==> config.mk <==
export PLATFORM = sky130hd
export DESIGN_NAME = gcpc_ctrl
export DESIGN_NICKNAME = d
export VERILOG_FILES = /design/src/sv/gcpc_pkg.sv /design/src/sv/gcpc_ctrl.sv
export SDC_FILE = /design/constraint.sdc
export NUM_CORES = 1
export LEC_CHECK = 0
export BUFFER_PORTS_ARGS = -buffer_cell sky130_fd_sc_hd__buf_4
export CORE_MARGIN = 2
export CORE_UTILIZATION = 44
export DETAILED_ROUTE_END_ITERATION = 6
export PLACE_DENSITY = 0.73
export SKIP_LAST_GASP = 1
export SYNTH_ARGS = -nofsm -noshare
export SYNTH_HDL_FRONTEND = slang
export SYNTH_SLANG_ARGS = --single-unit
==> constraint.sdc <==
create_clock -name clk_i -period 1.7 [get_ports clk_i]
set_input_delay 0.17 -clock clk_i [delete_from_list [all_inputs] [get_ports clk_i]]
set_output_delay 0.17 -clock clk_i [all_outputs]
set_load 0.02 [all_outputs]
==> src/sv/gcpc_pkg.sv <==
// gcpc_pkg: shared types, codes and constant tables for the graph-cut capacity block.
// No dependencies; imported by every module of the block.
package gcpc_pkg;

  localparam int unsigned MaxWidthDef  = 1024;
  localparam int unsigned MaxHeightDef = 1024;

  // register indexes (byte address = 4 * index)
  localparam logic [2:0] REG_WIDTH  = 3'd0;
  localparam logic [2:0] REG_HEIGHT = 3'd1;
  localparam logic [2:0] REG_NSCALE = 3'd2;
  localparam logic [2:0] REG_INV2S2 = 3'd3;
  localparam logic [2:0] REG_TSCALE = 3'd4;

  localparam logic [10:0] WidthRst  = 11'd1024;
  localparam logic [10:0] HeightRst = 11'd1024;
  localparam logic [15:0] NScaleRst = 16'd100;
  localparam logic [31:0] Inv2S2Rst = 32'd83886;
  localparam logic [15:0] TScaleRst = 16'd256;

  // result slots of one input word
  localparam logic [1:0] SLOT_ABOVE = 2'd0;  // pixel of the previous row
  localparam logic [1:0] SLOT_LEFT  = 2'd1;  // last row, previous column
  localparam logic [1:0] SLOT_LAST  = 2'd2;  // last pixel of the frame

  // neighbour directions
  localparam logic [1:0] DIR_N = 2'd0;
  localparam logic [1:0] DIR_S = 2'd1;
  localparam logic [1:0] DIR_W = 2'd2;
  localparam logic [1:0] DIR_E = 2'd3;

  // line store read groups
  localparam logic [1:0] RD_CENTER = 2'd0;
  localparam logic [1:0] RD_SIDE   = 2'd1;
  localparam logic [1:0] RD_FAR    = 2'd2;

  typedef struct packed {
    logic       capture;
    logic       rd_en;
    logic [1:0] rd_sel;
    logic       wr_en;
    logic       exp_start;
    logic       zero_cap;
    logic       store_cap;
    logic [1:0] slot;
    logic [1:0] dir;
    logic       term_look;
    logic       term_mul;
    logic       load_out;
    logic       advance;
  } gcpc_cmd_t;

  typedef struct packed {
    logic [2:0] slot_act;
    logic       dir_en;
    logic       exp_done;
    logic       out_free;
  } gcpc_sts_t;

  // floor(2^32 / k)
  function automatic logic [32:0] recip_q32(input logic [4:0] k);
    logic [32:0] r;
    unique case (k)
      5'd1:    r = 33'd4294967296;
      5'd2:    r = 33'd2147483648;
      5'd3:    r = 33'd1431655765;
      5'd4:    r = 33'd1073741824;
      5'd5:    r = 33'd858993459;
      5'd6:    r = 33'd715827882;
      5'd7:    r = 33'd613566756;
      5'd8:    r = 33'd536870912;
      5'd9:    r = 33'd477218588;
      5'd10:   r = 33'd429496729;
      5'd11:   r = 33'd390451572;
      5'd12:   r = 33'd357913941;
      5'd13:   r = 33'd330382099;
      5'd14:   r = 33'd306783378;
      5'd15:   r = 33'd286331153;
      5'd16:   r = 33'd268435456;
      default: r = 33'd0;
    endcase
    return r;
  endfunction

  // exp(-1) by the truncated 16-term series in Q.30
  function automatic logic [31:0] exp1_q30();
    logic [63:0] pos;
    logic [63:0] neg;
    logic [63:0] term;
    logic [63:0] q;
    int k;
    pos  = 64'd1 << 30;
    neg  = 64'd0;
    term = 64'd1 << 30;
    for (k = 1; k <= 16; k++) begin
      q = (term * 64'(recip_q32(5'(k)))) >> 32;
      if (term - q * 64'(k) >= 64'(k)) q = q + 64'd1;
      term = q;
      if ((k & 1) != 0) neg = neg + q;
      else pos = pos + q;
    end
    return 32'((pos >= neg) ? pos - neg : 64'd0);
  endfunction

  // -ln(v/255) in Q4.12, epsilon-clamped at both ends
  function automatic logic [15:0] neg_ln_q12(input logic [7:0] v);
    logic [63:0] num;
    logic [63:0] den;
    logic [63:0] rem;
    logic [63:0] y;
    logic [63:0] frac;
    logic [63:0] total;
    int e;
    int i;
    if (v == 8'd0) return 16'd56588;
    if (v == 8'd255) return 16'd0;
    e = 0;
    for (i = 0; i < 8; i++) begin
      if ((64'(v) << (e + 1)) <= 64'd255) e = e + 1;
    end
    den = 64'(v) << e;
    num = 64'd255 << 30;
    rem = 64'd0;
    y   = 64'd0;
    for (i = 37; i >= 0; i--) begin
      rem = (rem << 1) | ((num >> i) & 64'd1);
      if (rem >= den) begin
        rem = rem - den;
        y   = y | (64'd1 << i);
      end
    end
    frac = 64'd0;
    for (i = 1; i <= 30; i++) begin
      y = (y * y) >> 30;
      if (y >= (64'd2 << 30)) begin
        y    = y >> 1;
        frac = frac | (64'd1 << (30 - i));
      end
    end
    total = (64'(e) << 30) | frac;
    return 16'((total * 64'd744261118 + (64'd1 << 47)) >> 48);
  endfunction

  typedef logic [255:0][15:0] term_tab_t;

  function automatic term_tab_t build_term_tab();
    term_tab_t t;
    int i;
    for (i = 0; i < 256; i++) t[i] = neg_ln_q12(8'(i));
    return t;
  endfunction

  localparam logic [31:0] E1Q30   = exp1_q30();
  localparam term_tab_t   TermTab = build_term_tab();

endpackage

==> src/sv/gcpc_ctrl.sv <==
// gcpc_ctrl: sequencer for one input word: line store reads/writes, result slots, caps.
// Depends on gcpc_pkg.
module gcpc_ctrl (
  input  logic                clk_i,
  input  logic                rst_ni,
  input  logic                in_valid_i,
  output logic                in_stall_o,
  input  gcpc_pkg::gcpc_sts_t sts_i,
  output gcpc_pkg::gcpc_cmd_t cmd_o
);
  import gcpc_pkg::*;

  typedef enum logic [3:0] {
    S_IDLE, S_RD0, S_RD1, S_RD2, S_WR, S_SLOT, S_CSTART, S_CWAIT,
    S_TLOOK, S_TMUL, S_EMIT, S_ADV
  } ctrl_state_e;

  ctrl_state_e state_q;
  logic [1:0]  slot_q;
  logic [1:0]  dir_q;

  assign in_stall_o = (state_q != S_IDLE);

  always_comb begin
    cmd_o        = '0;
    cmd_o.slot   = slot_q;
    cmd_o.dir    = dir_q;
    cmd_o.rd_sel = RD_CENTER;
    unique case (state_q)
      S_IDLE:   cmd_o.capture = in_valid_i;
      S_RD0:    cmd_o.rd_en = 1'b1;
      S_RD1: begin
        cmd_o.rd_en  = 1'b1;
        cmd_o.rd_sel = RD_SIDE;
      end
      S_RD2: begin
        cmd_o.rd_en  = 1'b1;
        cmd_o.rd_sel = RD_FAR;
      end
      S_WR:     cmd_o.wr_en = 1'b1;
      S_CSTART: begin
        cmd_o.exp_start = sts_i.dir_en;
        cmd_o.zero_cap  = !sts_i.dir_en;
      end
      S_CWAIT:  cmd_o.store_cap = sts_i.exp_done;
      S_TLOOK:  cmd_o.term_look = 1'b1;
      S_TMUL:   cmd_o.term_mul = 1'b1;
      S_EMIT:   cmd_o.load_out = sts_i.out_free;
      S_ADV:    cmd_o.advance = 1'b1;
      default:  cmd_o.capture = 1'b0;
    endcase
  end

  always_ff @(posedge clk_i or negedge rst_ni) begin
    if (!rst_ni) begin
      state_q <= S_IDLE;
      slot_q  <= SLOT_ABOVE;
      dir_q   <= DIR_N;
    end else begin
      unique case (state_q)
        S_IDLE: if (in_valid_i) state_q <= S_RD0;
        S_RD0:  state_q <= S_RD1;
        S_RD1:  state_q <= S_RD2;
        S_RD2:  state_q <= S_WR;
        S_WR: begin
          slot_q  <= SLOT_ABOVE;
          state_q <= S_SLOT;
        end
        S_SLOT: begin
          if (sts_i.slot_act[slot_q]) begin
            dir_q   <= DIR_N;
            state_q <= S_CSTART;
          end else if (slot_q == SLOT_LAST) begin
            state_q <= S_ADV;
          end else begin
            slot_q <= slot_q + 2'd1;
          end
        end
        S_CSTART: begin
          if (sts_i.dir_en) begin
            state_q <= S_CWAIT;
          end else if (dir_q == DIR_E) begin
            state_q <= S_TLOOK;
          end else begin
            dir_q <= dir_q + 2'd1;
          end
        end
        S_CWAIT: begin
          if (sts_i.exp_done) begin
            if (dir_q == DIR_E) begin
              state_q <= S_TLOOK;
            end else begin
              dir_q   <= dir_q + 2'd1;
              state_q <= S_CSTART;
            end
          end
        end
        S_TLOOK: state_q <= S_TMUL;
        S_TMUL:  state_q <= S_EMIT;
        S_EMIT: begin
          if (sts_i.out_free) begin
            if (slot_q == SLOT_LAST) begin
              state_q <= S_ADV;
            end else begin
              slot_q  <= slot_q + 2'd1;
              state_q <= S_SLOT;
            end
          end
        end
        S_ADV:   state_q <= S_IDLE;
        default: state_q <= S_IDLE;
      endcase
    end
  end

endmodule

# After elaboration in Yosys (flattened, before gate mapping)
# Index checks and enable logic that the tools add are counted.
[op_classes]
order_cmp = 1
reduce_logical = 9
add_sub_neg = 2
muxes = 31
eq_ne = 21
[ops]
columns = ["cell", "n"]
rows = [
  ["case mux 4 bit (11 select lines)", 1],
  ["2-to-1 mux 4 bit", 9],
  ["equality test 4 x 3 -> 1 bit, second input constant", 4],
  ["equality test 4 bit, second input constant", 4],
  ["2-to-1 mux 2 bit", 8],
  ["inequality test 2 bit, second input constant", 6],
  ["case mux 2 bit (3 select lines)", 2],
  ["2-to-1 mux 1 bit", 9],
  ["equality test 4 x 2 -> 1 bit, second input constant", 2],
  ["inequality test 3 bit, second input constant", 2],
  ["nonzero test 3 bit", 2],
  ["AND reduction 5 bit", 1],
  ["adder 2 x 1 -> 2 bit, second input constant", 2],
  ["equality test 2 bit, second input constant", 2],
  ["equality test 4 x 1 -> 1 bit, second input constant", 1],
  ["zero test 4 bit", 1],
  ["case mux 2 bit (2 select lines)", 1],
  ["AND reduction 4 bit", 1],
  ["nonzero test 4 bit", 1],
  ["< comparator 2 x 3 -> 1 bit, second input constant", 1],
  ["AND reduction 3 bit", 1],
  ["OR reduction 3 bit", 1],
  ["binary-select mux 1 bit (select 2 bit)", 1],
  ["zero test 1 bit", 1],
]
[word_totals]
reg_bits = 8
out_inout_bits = 17
wordCells = 67
input_bits = 9

# Depth between registers and ports, before layout
# Gate-level depths: netlist of the first run.
[logic_depth]
word_depth = 4
ltp_mapped = 6
mapped_depth_nobuf = 6

# Worst setup path after synthesis of the first run
# Ideal clock, no wire load.
[synth_timing]
kind = "reg2reg"
from = "reg dir_q[0]"
to = "reg state_q[0]"
n_path_buf = 0
setup_ns = 0.128
slack_ns = -0.032
synth_period_minus_slack_ns = 1.732
arrival_ns = 1.604
required_ns = 1.572
path_stages_with_launch = 5
cell_sequence = "dfrtp_1 ha_1 o32ai_1 a311o_2 mux2_1"
[synth_via]
elab_chain_len = 3
[synth_rtl]
columns = ["element", "line_no", "source"]
rows = [
  ["start: declaration", "gcpc_ctrl.sv:20", "logic [1:0] dir_q;"],
  ["start signal: assignment", "gcpc_ctrl.sv:85", "dir_q <= dir_q + 2'd1;"],
  ["start signal: assignment", "gcpc_ctrl.sv:93", "dir_q <= dir_q + 2'd1;"],
  ["equality test 2 bit", "gcpc_ctrl.sv:82", "end else if (dir_q == DIR_E) begin"],
  ["inequality test 3 bit (no line)", "--", ""],
  ["AND reduction 5 bit (no line)", "--", ""],
  ["end signal: assignment", "gcpc_ctrl.sv:81", "state_q <= S_CWAIT;"],
  ["end signal: assignment", "gcpc_ctrl.sv:83", "state_q <= S_TLOOK;"],
  ["end signal: assignment", "gcpc_ctrl.sv:91", "state_q <= S_TLOOK;"],
  ["end: declaration", "gcpc_ctrl.sv:18", "ctrl_state_e state_q;"],
]
# No other way between the ends.
# A chain may end at the register's enable or synchronous reset.

# Final worst setup path of the first run
[layout_timing]
from = "reg state_q[0]"
to = "reg state_q[2]"
[layout_via]
elab_chain_len = 3
elab_cells_between_ends = 18
classes_between = "eq/ne (15); mux (1); reduce/logical (2)"
[layout_rtl]
columns = ["element", "line_no", "source"]
rows = [
  ["start signal: assignment", "gcpc_ctrl.sv:56", "state_q <= S_IDLE;"],
  ["start signal: assignment", "gcpc_ctrl.sv:61", "S_IDLE: if (in_valid_i) state_q <= S_RD0;"],
  ["start signal: assignment", "gcpc_ctrl.sv:62", "S_RD0: state_q <= S_RD1;"],
  ["equality test 4 x 3 -> 1 bit (tied with other cells)", "gcpc_ctrl.sv:60", "unique case (state_q)"],
  ["inequality test 3 bit (no line) or inequality test 2 bit (tied branches)", "--", ""],
  ["AND reduction 5 bit (no line)", "--", ""],
]
# Parallel ways exist; a longest one is shown, timed or not.

==> reports/results.ini, run 1 <==
[die]
coreArea_mm2=0.00169
die_w_um=46.0
num_rows=15
initial_core_util_pct=45.9
die_area_mm2=0.00211
pin_count=26
die_y_um=46.0

[worst_setup_path]
crit_path_end_kind=flip-flop
path_max_fanout=5
arrival_ps=1860
worstSetupPathType=reg -> reg
cpPeakStageDelay_ps=440
r2r_setup_slack_ps=-30
crit_chain=buf_4 -> or2b_1 -> nor2_1 -> a311o_2 -> a221o_1
cp.required_ps=1820
crit_path_start_kind=flip-flop
slowest_stage=a311o_2

[global_route]
gr-usage-all-layers_pct=23.7
grt_max_degree=22
antenna_found_initial=0
grt_pass1_vias=848
grt_pass1_wl_um=3660
gr-total-overflow=0

[power_and_ir_drop]
power.leakage_nw=0.556
vdd.ir_drop.worst_mv=1.20
power.density_mw_per_mm2=1930
power_mw=2.42

[synthesis]
ys_seq_elements=8
synth_fa_ha_area_share_pct=3.23
synth_ff_type=dfrtp_1
synth_top_area_share_pct=25.8
ys_warn_count=0
syn_avg_cell_area_um2=7.90
synth-xor-area-share_pct=0
synth_compound_area_share_pct=25.8
syn_inst=98
synthSimpleGateAreaFrac_pct=31.0
synthesis.nets=109
post_synth_num_cell_types=41
yosysSeqAreaShare_pct=25.8
syn_area_um2=774
synth.largest_area_cell=dfrtp_1
ys_async_sr_fraction_pct=100
synth_edf_count=0
synth.area.top_cells=dfrtp_1 (26%), nor2_1 (7.3%), a221oi_1 (4.5%)
synthMuxAreaShare_pct=5.65
synth_top_family_by_area=simple AND/OR/NAND/NOR gates

[cells_and_area]
final.fill_count=133
drive_gt1_share_pct=45.7
multi_input_area_um2=596
areaGrowthSynthToFinish_pct=61.6
final_core_utilization_pct=74.1
final_cell_count_no_fill=157
ff_latch_area_um2=204
fin_nets=152
diodes=0

[run_status]
failed_checks=negative setup slack
status=finished, violations left

[clocking]
cts_buffers=3
cts_tree=built
clock_path_buffers=2
clock_latency_ps=250
htree_levels=1
clkSlewWorstSetupHoldPaths_ps=50
clock-sinks=8
cts_root_buf=clkbuf_4

[routing]
drt_first_pass_iters=4
wl_per_cell_um=15.4
drc=0
drt_iter0_markers=21
wirelength_um=2420
vias_per_cell=5.98
via_count=939
ant_nets=0

[timing]
finalClockSkew_ps=8.50
setup_ws_ps=-33.4
report.final.slew_viol_count=0
fmax_mhz=577
layout_min_cycle_time_ps=1730
relSlewSlack_pct=67.9
worst_pin_slew_ps=470
rsz0062_at_grt=yes
fin_crit_sh_pct=102
hold_violations=0
setup_violations=3

[placement]
hpwl_um=1710
place_inst=148
numPortBuffers=25
gp_congestion=0.861

[job]
drv_cap=0

[min_path]
hold_path_class=in -> reg

## area by class of cell
class                      count  area share, %
timing repair buffer          45           29.9
multi-input combinational     75           47.6
clock buffer                   4           2.10
tap                           17           1.70
sequential                     8           16.3
inverter                       8           2.40
## cells by family after synthesis
logic type,after synthesis
simple gates,44
compound gates,25
buf+inv,15
flops,8
mux,4
fa+ha+maj,2
## layout by cell type, fill, tap and decap left out, types with 2 or more instances in the layout
master | synthesis | final
dfrtp_2 | 0 | 3
buf_4 | 1 | 41
nor2b_1 | 3 | 3
a221o_1 | 2 | 2
inv_1 | 8 | 8
o21ai_0 | 3 | 3
a221oi_1 | 4 | 4
clkbuf_4 | 0 | 3
nand4bb_4 | 0 | 2
and3_1 | 2 | 2
nor3b_1 | 2 | 2
dfrtp_1 | 8 | 5
nand2_1 | 3 | 3
nor2_1 | 15 | 13
nor2_2 | 0 | 2
nand3_1 | 2 | 2
mux2_2 | 2 | 2
nand2b_1 | 4 | 4
nor3_1 | 6 | 6
## path summary, 6_finish.rpt
kind / from / to / depth (start not counted)
setup / recovery: state_q[0]$_DFFE_PN0P_ / state_q[2]$_DFFE_PN0P_ / 5
hold / removal: sts_i[0] / state_q[3]$_DFFE_PN0P_ / 2
setup reg to reg: state_q[0]$_DFFE_PN0P_ / state_q[2]$_DFFE_PN0P_ / 5
hold reg to reg: dir_q[0]$_DFFE_PN0P_ / dir_q[0]$_DFFE_PN0P_ / 1
max in group asynchronous: rst_ni / state_q[3]$_DFFE_PN0P_ / 2
min in group asynchronous: rst_ni / slot_q[1]$_DFFE_PN0P_ / 2
## where the power goes
part           total, mW  switching [mW]  internal [mW]
Combinational       1.88           0.952          0.926
Clock              0.153          0.0632         0.0897
Sequential         0.385           0.104          0.280
## flip-flops by register name, indices dropped and copies added, names as in the netlist
register,flops
slot_q,2
dir_q,2
state_q,4
## cell usage after synthesis (2+ instances only)
library cell / count
nor2_1: 15
dfrtp_1: 8
inv_1: 8
nor3_1: 6
a221oi_1: 4
buf_2: 4
nand2b_1: 4
nand2_1: 3
nor2b_1: 3
o21ai_0: 3
a221o_1: 2
and3_1: 2
ha_1: 2
mux2_2: 2
nand3_1: 2
nand4bb_1: 2
nor3b_1: 2
o22ai_1: 2
o32ai_1: 2
## per-stage QoR
stage / TNS (ps) / setup slack (ps) / hold slack [ps] / instance area (um2)
6_report: -69.0 / -33.4 / 170 / 1250
5_1_grt: -286 / -95.5 / 173 / 1250
4_1_cts: -2.39 / -2.39 / 151 / 1130
3_5_place_dp: -69.2 / -69.2 / -6.49 / 1070
3_3_place_gp: -3.37 / -3.37 / -7.93 / 1070
2_1_floorplan: -18.3 / -18.3 / -126 / 783
## worst max-delay path: cells and delay by family, from the launching register on
kind / cells / cell delay, ps
simple gates: 2 / 240
compound gates: 2 / 810
buf+inv: 1 / 160
flops: 1 / 400
## per-layer routing
metal / GRT usage, % / routed length, um / vias up
met5: 0 / 0 / -
met4: 13.7 / 48 / 0
met3: 2.78 / 134 / 6
met2: 39.7 / 1180 / 42
met1: 28.7 / 1060 / 433
li1: - / - / 458
## repair_timing
item                                    in CTS  in global routing
buffers inserted                             2                  1
endpoints found under the setup margin       2                  9
gates cloned                                 0                  1
endpoints found under the hold margin        8                  0
resized for setup                            3                 14
hold buffers                                 1                  0
pin swaps                                    2                  5
(Power assumes the default switching activity.)
==> run 2: changes to the inputs <==
--- a/config.mk
+++ b/config.mk
@@ -9,6 +9,7 @@
 export CORE_MARGIN = 2
 export CORE_UTILIZATION = 44
 export DETAILED_ROUTE_END_ITERATION = 6
+export GPL_TIMING_DRIVEN = 0
 export PLACE_DENSITY = 0.73
 export SKIP_LAST_GASP = 1
 export SYNTH_ARGS = -nofsm -noshare
==> run 2 against run 1 <==
The run now ends clean. Clock skew down 3.6 ps. Sequential share of layout area is 0.79 points higher. Setup slack improved by 45 ps. Clock power barely moved. Sequential cell count stayed put. Critical endpoint unchanged. Maximum frequency increased by 2.7%. Sequential power fell by 2%. Clock-buffer cell count is the same. Via count rose by 2.2%. Hold slack improved by 2.2 ps. Non-clock buffer count down 3. Largest power group unchanged.
==> reports/results.ini, run 2 (same netlist as run 1, synthesis figures left out) <==
[timing]
worst_pin_slew_ps=388
layout_min_cycle_time_ps=1690
fin_crit_sh_pct=99.3
finalClockSkew_ps=4.91
setup_violations=0
hold_violations=0
setup_ws_ps=11.7
rsz0062_at_grt=yes
fmax_mhz=592
relSlewSlack_pct=73.5
report.final.slew_viol_count=0

[cells_and_area]
final_common_cell=buf_4
top_regs=state_q: 4 flops, dir_q: 2 flops, slot_q: 2 flops
finish.instance_area_mm2=0.00119
final_cell_count_no_fill=154
largest-register=state_q
drive_gt1_share_pct=46.0
fin_nets=149
final.fill_count=140
diodes=0
areaGrowthSynthToFinish_pct=54.1
final_cell_mix=buf_4 (36), nor2_1 (13), inv_1 (8)
largest_reg_flops=4

[routing]
drt_first_pass_iters=4
drt_iter0_markers=35
vias_per_cell=6.23
ant_nets=0
wirelength_um=2330
wl_per_cell_um=15.1
via_count=960
drc=0

[placement]
numPortBuffers=25
place_ws_ps=-163
gp_congestion=0.889
place_area_um2=992
hpwl_um=1580
place_inst=140

[min_path]
whs_endpoint=state_q[3]$_DFFE_PN0P_
hold_path_class=in -> reg
worstHoldStart=sts_i[0]
holdPathStages=2

[worst_setup_path]
slowest_stage=a311o_2
r2r_setup_slack_ps=10
reg2reg_depth=5
cp.required_ps=1830
arrival_ps=1810
worstSetupPathType=reg -> reg
crit_chain=buf_4 -> nand4b_1 -> a21oi_4 -> a311o_2 -> a221o_1
crit_path_end_kind=flip-flop
path_max_fanout=10
r2r-end=state_q[2]$_DFFE_PN0P_
cpPeakStageDelay_ps=410
crit_path_start_kind=flip-flop
r2r_start=state_q[1]$_DFFE_PN0P_

[die]
coreArea_mm2=0.00169
initial_core_util_pct=45.9
num_rows=15
pin_count=26
die_area_mm2=0.00211
die_w_um=46.0
die_y_um=46.0

[power_and_ir_drop]
power_mw=2.31
combinationalPowerShare_pct=77.1
switching_share_pct=47.2
switchingPower_mw=1.09
internal_power_mw=1.22
power.leakage_nw=0.530
seqPwrFrac_pct=16.4
clockPowerShare_pct=6.5
power.density_mw_per_mm2=1930
vdd.ir_drop.worst_mv=1.02

[global_route]
grt_pass1_vias=808
gr-usage-all-layers_pct=23.4
antenna_found_initial=0
gr-total-overflow=0
grt_pass1_wl_um=3560
grt_max_degree=11

[clocking]
htree_levels=1
cts_tree=built
clkSlewWorstSetupHoldPaths_ps=50
cts_root_buf=clkbuf_4
clock-sinks=8
cts_buffers=3
clock_latency_ps=250
clock_path_buffers=2

[run_status]
status=finished clean

[job]
drv_cap=0

run 2: cell count changes in the layout (fill, tap and decap cells not counted), sizes merged:
cell / before / now
clkbuf: 5 / 6
buf: 43 / 39
run 2: routing by layer:
layer	routed length (um)	vias to the layer above	GRT usage, %
met5	0	-	0
met3	163	8	3.17
met2	1140	46	37.8
met4	53	0	11.4
li1	-	449	-
met1	973	457	30.4
run 2: layout make-up:
cell class,count,area [um2],area share (%)
multi-input combinational,75,596,49.9
buffer,7,51.3,4.30
timing repair buffer,35,265,22.2
inverter,8,30.0,2.52
tap,17,21.3,1.78
clock buffer,4,26.3,2.20
sequential,8,204,17.1
run 2: repair_timing:
item	in CTS	in global routing
endpoints found under the setup margin	10	12
hold endpoints to repair	8	0
gates resized for setup	8	15
pin swaps	4	5
hold buffers	1	0
setup buffers	7	2
run 2: worst max-delay path: cells and delay by family, from the launching register on:
kind	cells	cell delay (ps)
buffers and inverters	1	180
AND/OR/NAND/NOR	1	180
flip-flops	1	390
AO/OA/AOI/OAI	3	820
run 2: how the worst max path moves through the flow:
stage                                      start                      to  slack, ps  depth (start not counted)
after floorplan           state_q[2]$_DFFE_PN0P_  state_q[0]$_DFFE_PN0P_        -20                          4
after global placement    state_q[2]$_DFFE_PN0P_  state_q[0]$_DFFE_PN0P_       -140                          4
after detailed placement  state_q[2]$_DFFE_PN0P_  state_q[0]$_DFFE_PN0P_       -160                          4
after CTS                 state_q[1]$_DFFE_PN0P_  state_q[0]$_DFFE_PN0P_        -20                          4
after global routing      state_q[2]$_DFFE_PN0P_   slot_q[0]$_DFFE_PN0P_        -20                          5
final                     state_q[1]$_DFFE_PN0P_  state_q[2]$_DFFE_PN0P_         10                          5
run 2: stage by stage:
stage	setup TNS, ps	hold WS [ps]	util, %
after floorplan	-18.3	-126	-
after global placement	-203	-8.67	58.7
after detailed placement	-249	-4.61	58.7
after CTS	-50.6	151	66.0
after global routing	-96.4	177	70.7
final	0	172	70.7
run 2: power by group through the flow:
stage / clock, mW / sequential (mW) / combinational (mW)
2_1_floorplan: 0 / 0.392 / 0.968
3_3_place_gp: 0 / 0.360 / 1.38
3_5_place_dp: 0 / 0.370 / 1.39
4_1_cts: 0.158 / 0.374 / 1.57
5_1_grt: 0.173 / 0.396 / 1.92
6_report: 0.151 / 0.379 / 1.78
==> run 3: changes to the inputs <==
--- a/config.mk
+++ b/config.mk
@@ -11,6 +11,7 @@
 export DETAILED_ROUTE_END_ITERATION = 6
 export GPL_TIMING_DRIVEN = 0
 export PLACE_DENSITY = 0.73
+export RECOVER_POWER = 50
 export SKIP_LAST_GASP = 1
 export SYNTH_ARGS = -nofsm -noshare
 export SYNTH_HDL_FRONTEND = slang
==> run 3 against run 2 <==
The run now ends with negative setup slack left. Clock-buffer cell count did not move. Maximum frequency fell by 0.84%. Power fell by 1.0%. Sequential power barely moved. Via count fell by 0.31%. Clock skew barely moved. Sequential share of layout area rose by 0.22 points. Routed wire length fell by 0.13%. First-iteration DRC count did not move. Design area fell by 1.3%. Combinational power barely moved. Critical endpoint unchanged.
==> reports/results.ini, run 3 (same netlist as run 1, synthesis figures left out) <==
[power_and_ir_drop]
power_mw=2.29
switchingPower_mw=1.09
power.density_mw_per_mm2=1940
seqPwrFrac_pct=16.5
internal_power_mw=1.19
power.leakage_nw=0.515
switching_share_pct=47.8
combinationalPowerShare_pct=76.8
clockPowerShare_pct=6.6
vdd.ir_drop.worst_mv=1.01

[cells_and_area]
final_cell_count_no_fill=154
final_cell_mix=buf_4 (31), nor2_1 (13), inv_1 (8)
final_core_utilization_pct=69.8
largest_reg_flops=4
largest-register=state_q
multi_input_area_um2=596
ff_latch_area_um2=204
areaGrowthSynthToFinish_pct=52.2
final_common_cell=buf_4
fin_nets=149
drive_gt1_share_pct=43.1
final.fill_count=141
top_regs=state_q: 4 flops, dir_q: 2 flops, slot_q: 2 flops
diodes=0

[worst_setup_path]
worstSetupPathType=reg -> reg
crit_chain=mux2i_1 -> o22a_2 -> a311o_2 -> a221o_1
r2r_setup_slack_ps=-2
reg2reg_depth=4
arrival_ps=1820
r2r-end=state_q[2]$_DFFE_PN0P_
slowest_stage=dfrtp_2
path_max_fanout=4
cp.required_ps=1820
r2r_start=slot_q[1]$_DFFE_PN0P_
cpPeakStageDelay_ps=430
crit_path_end_kind=flip-flop
crit_path_start_kind=flip-flop

[clocking]
cts_root_buf=clkbuf_4
clkSlewWorstSetupHoldPaths_ps=50
htree_levels=1
cts_tree=built
cts_buffers=3
clock_latency_ps=250
clock-sinks=8
clock_path_buffers=2

[job]
drv_cap=0

[placement]
hpwl_um=1580
place_inst=140
gp_congestion=0.889
numPortBuffers=25
place_ws_ps=-163

[die]
initial_core_util_pct=45.9
coreArea_mm2=0.00169
pin_count=26
die_y_um=46.0
die_area_mm2=0.00211
num_rows=15
die_w_um=46.0

[timing]
relSlewSlack_pct=69.9
rsz0062_at_grt=yes
hold_violations=0
setup_violations=1
setup_ws_ps=-2.49
fin_crit_sh_pct=100
layout_min_cycle_time_ps=1700
finalClockSkew_ps=5.20
worst_pin_slew_ps=451
fmax_mhz=587
report.final.slew_viol_count=0

[routing]
ant_nets=0
drc=0
drt_first_pass_iters=4
via_count=957
vias_per_cell=6.21
wirelength_um=2320
drt_iter0_markers=35
wl_per_cell_um=15.1

[global_route]
gr-usage-all-layers_pct=23.4
gr-total-overflow=0
antenna_found_initial=0
grt_pass1_wl_um=3560
grt_pass1_vias=808
grt_max_degree=11

[min_path]
worstHoldStart=sts_i[0]
hold_path_class=in -> reg
holdPathStages=2
whs_endpoint=state_q[3]$_DFFE_PN0P_

[run_status]
failed_checks=negative setup slack
status=finished, violations left

-- run 3: cell types whose count changed in the layout (fill, tap and decap cells not counted), sizes merged --
cell / before / now
buf: 39 / 34
clkbuf: 6 / 11
-- run 3: area by class of cell --
class | count | share of cell area, %
repair buffers | 35 | 21.2
inverters | 8 | 2.55
well taps | 17 | 1.80
plain buffers | 7 | 4.35
multi-input cells | 75 | 50.5
flip-flops and latches | 8 | 17.3
clock buffers | 4 | 2.23
-- run 3: what timing repair did --
| action | 4_1_cts | 5_1_grt |
|---|---|---|
| gates resized for setup | 8 | 15 |
| endpoints found under the setup margin | 10 | 12 |
| setup buffers | 7 | 2 |
| pin swaps | 4 | 5 |
| hold buffers | 1 | 0 |
| hold endpoints to repair | 8 | 0 |
-- run 3: how the worst max path moves through the flow --
stage	startpoint	end	slack, ps	cells after the start
finish	slot_q[1]$_DFFE_PN0P_	state_q[2]$_DFFE_PN0P_	-2	4
detailed placement	state_q[2]$_DFFE_PN0P_	state_q[0]$_DFFE_PN0P_	-160	4
global route	state_q[2]$_DFFE_PN0P_	slot_q[0]$_DFFE_PN0P_	-20	5
floorplan	state_q[2]$_DFFE_PN0P_	state_q[0]$_DFFE_PN0P_	-20	4
global placement	state_q[2]$_DFFE_PN0P_	state_q[0]$_DFFE_PN0P_	-140	4
CTS	state_q[1]$_DFFE_PN0P_	state_q[0]$_DFFE_PN0P_	-20	4
-- run 3: metrics by stage --
stage	instance area [um2]	setup TNS [ps]	hold WS (ps)
floorplan	783	-18.3	-126
global placement	992	-203	-8.67
detailed placement	992	-249	-4.61
CTS	1110	-50.6	151
global route	1180	-96.4	177
finish	1180	-2.49	172
-- run 3: layer usage --
| metal | GRT usage (%) | part of all wire (%) | up-vias |
|---|---|---|---|
| met5 | 0 | 0 | - |
| met4 | 11.4 | 2.8 | 0 |
| met3 | 3.17 | 8.9 | 10 |
| met2 | 37.8 | 48 | 60 |
| met1 | 30.4 | 40 | 437 |
| li1 | - | - | 450 |
-- run 3: power by group through the flow --
stage	Clock, mW	Sequential [mW]	Combinational (mW)
finish	0.152	0.378	1.76
global route	0.173	0.395	1.89
CTS	0.158	0.374	1.57
detailed placement	0	0.370	1.39
global placement	0	0.360	1.38
floorplan	0	0.392	0.968
-- run 3: critical path: cells and delay by family, from the launching register on --
kind               cells  cell delay (ps)
AOI/OAI and AO/OA      3             1020
DFF                    1              430
muxes                  1              130
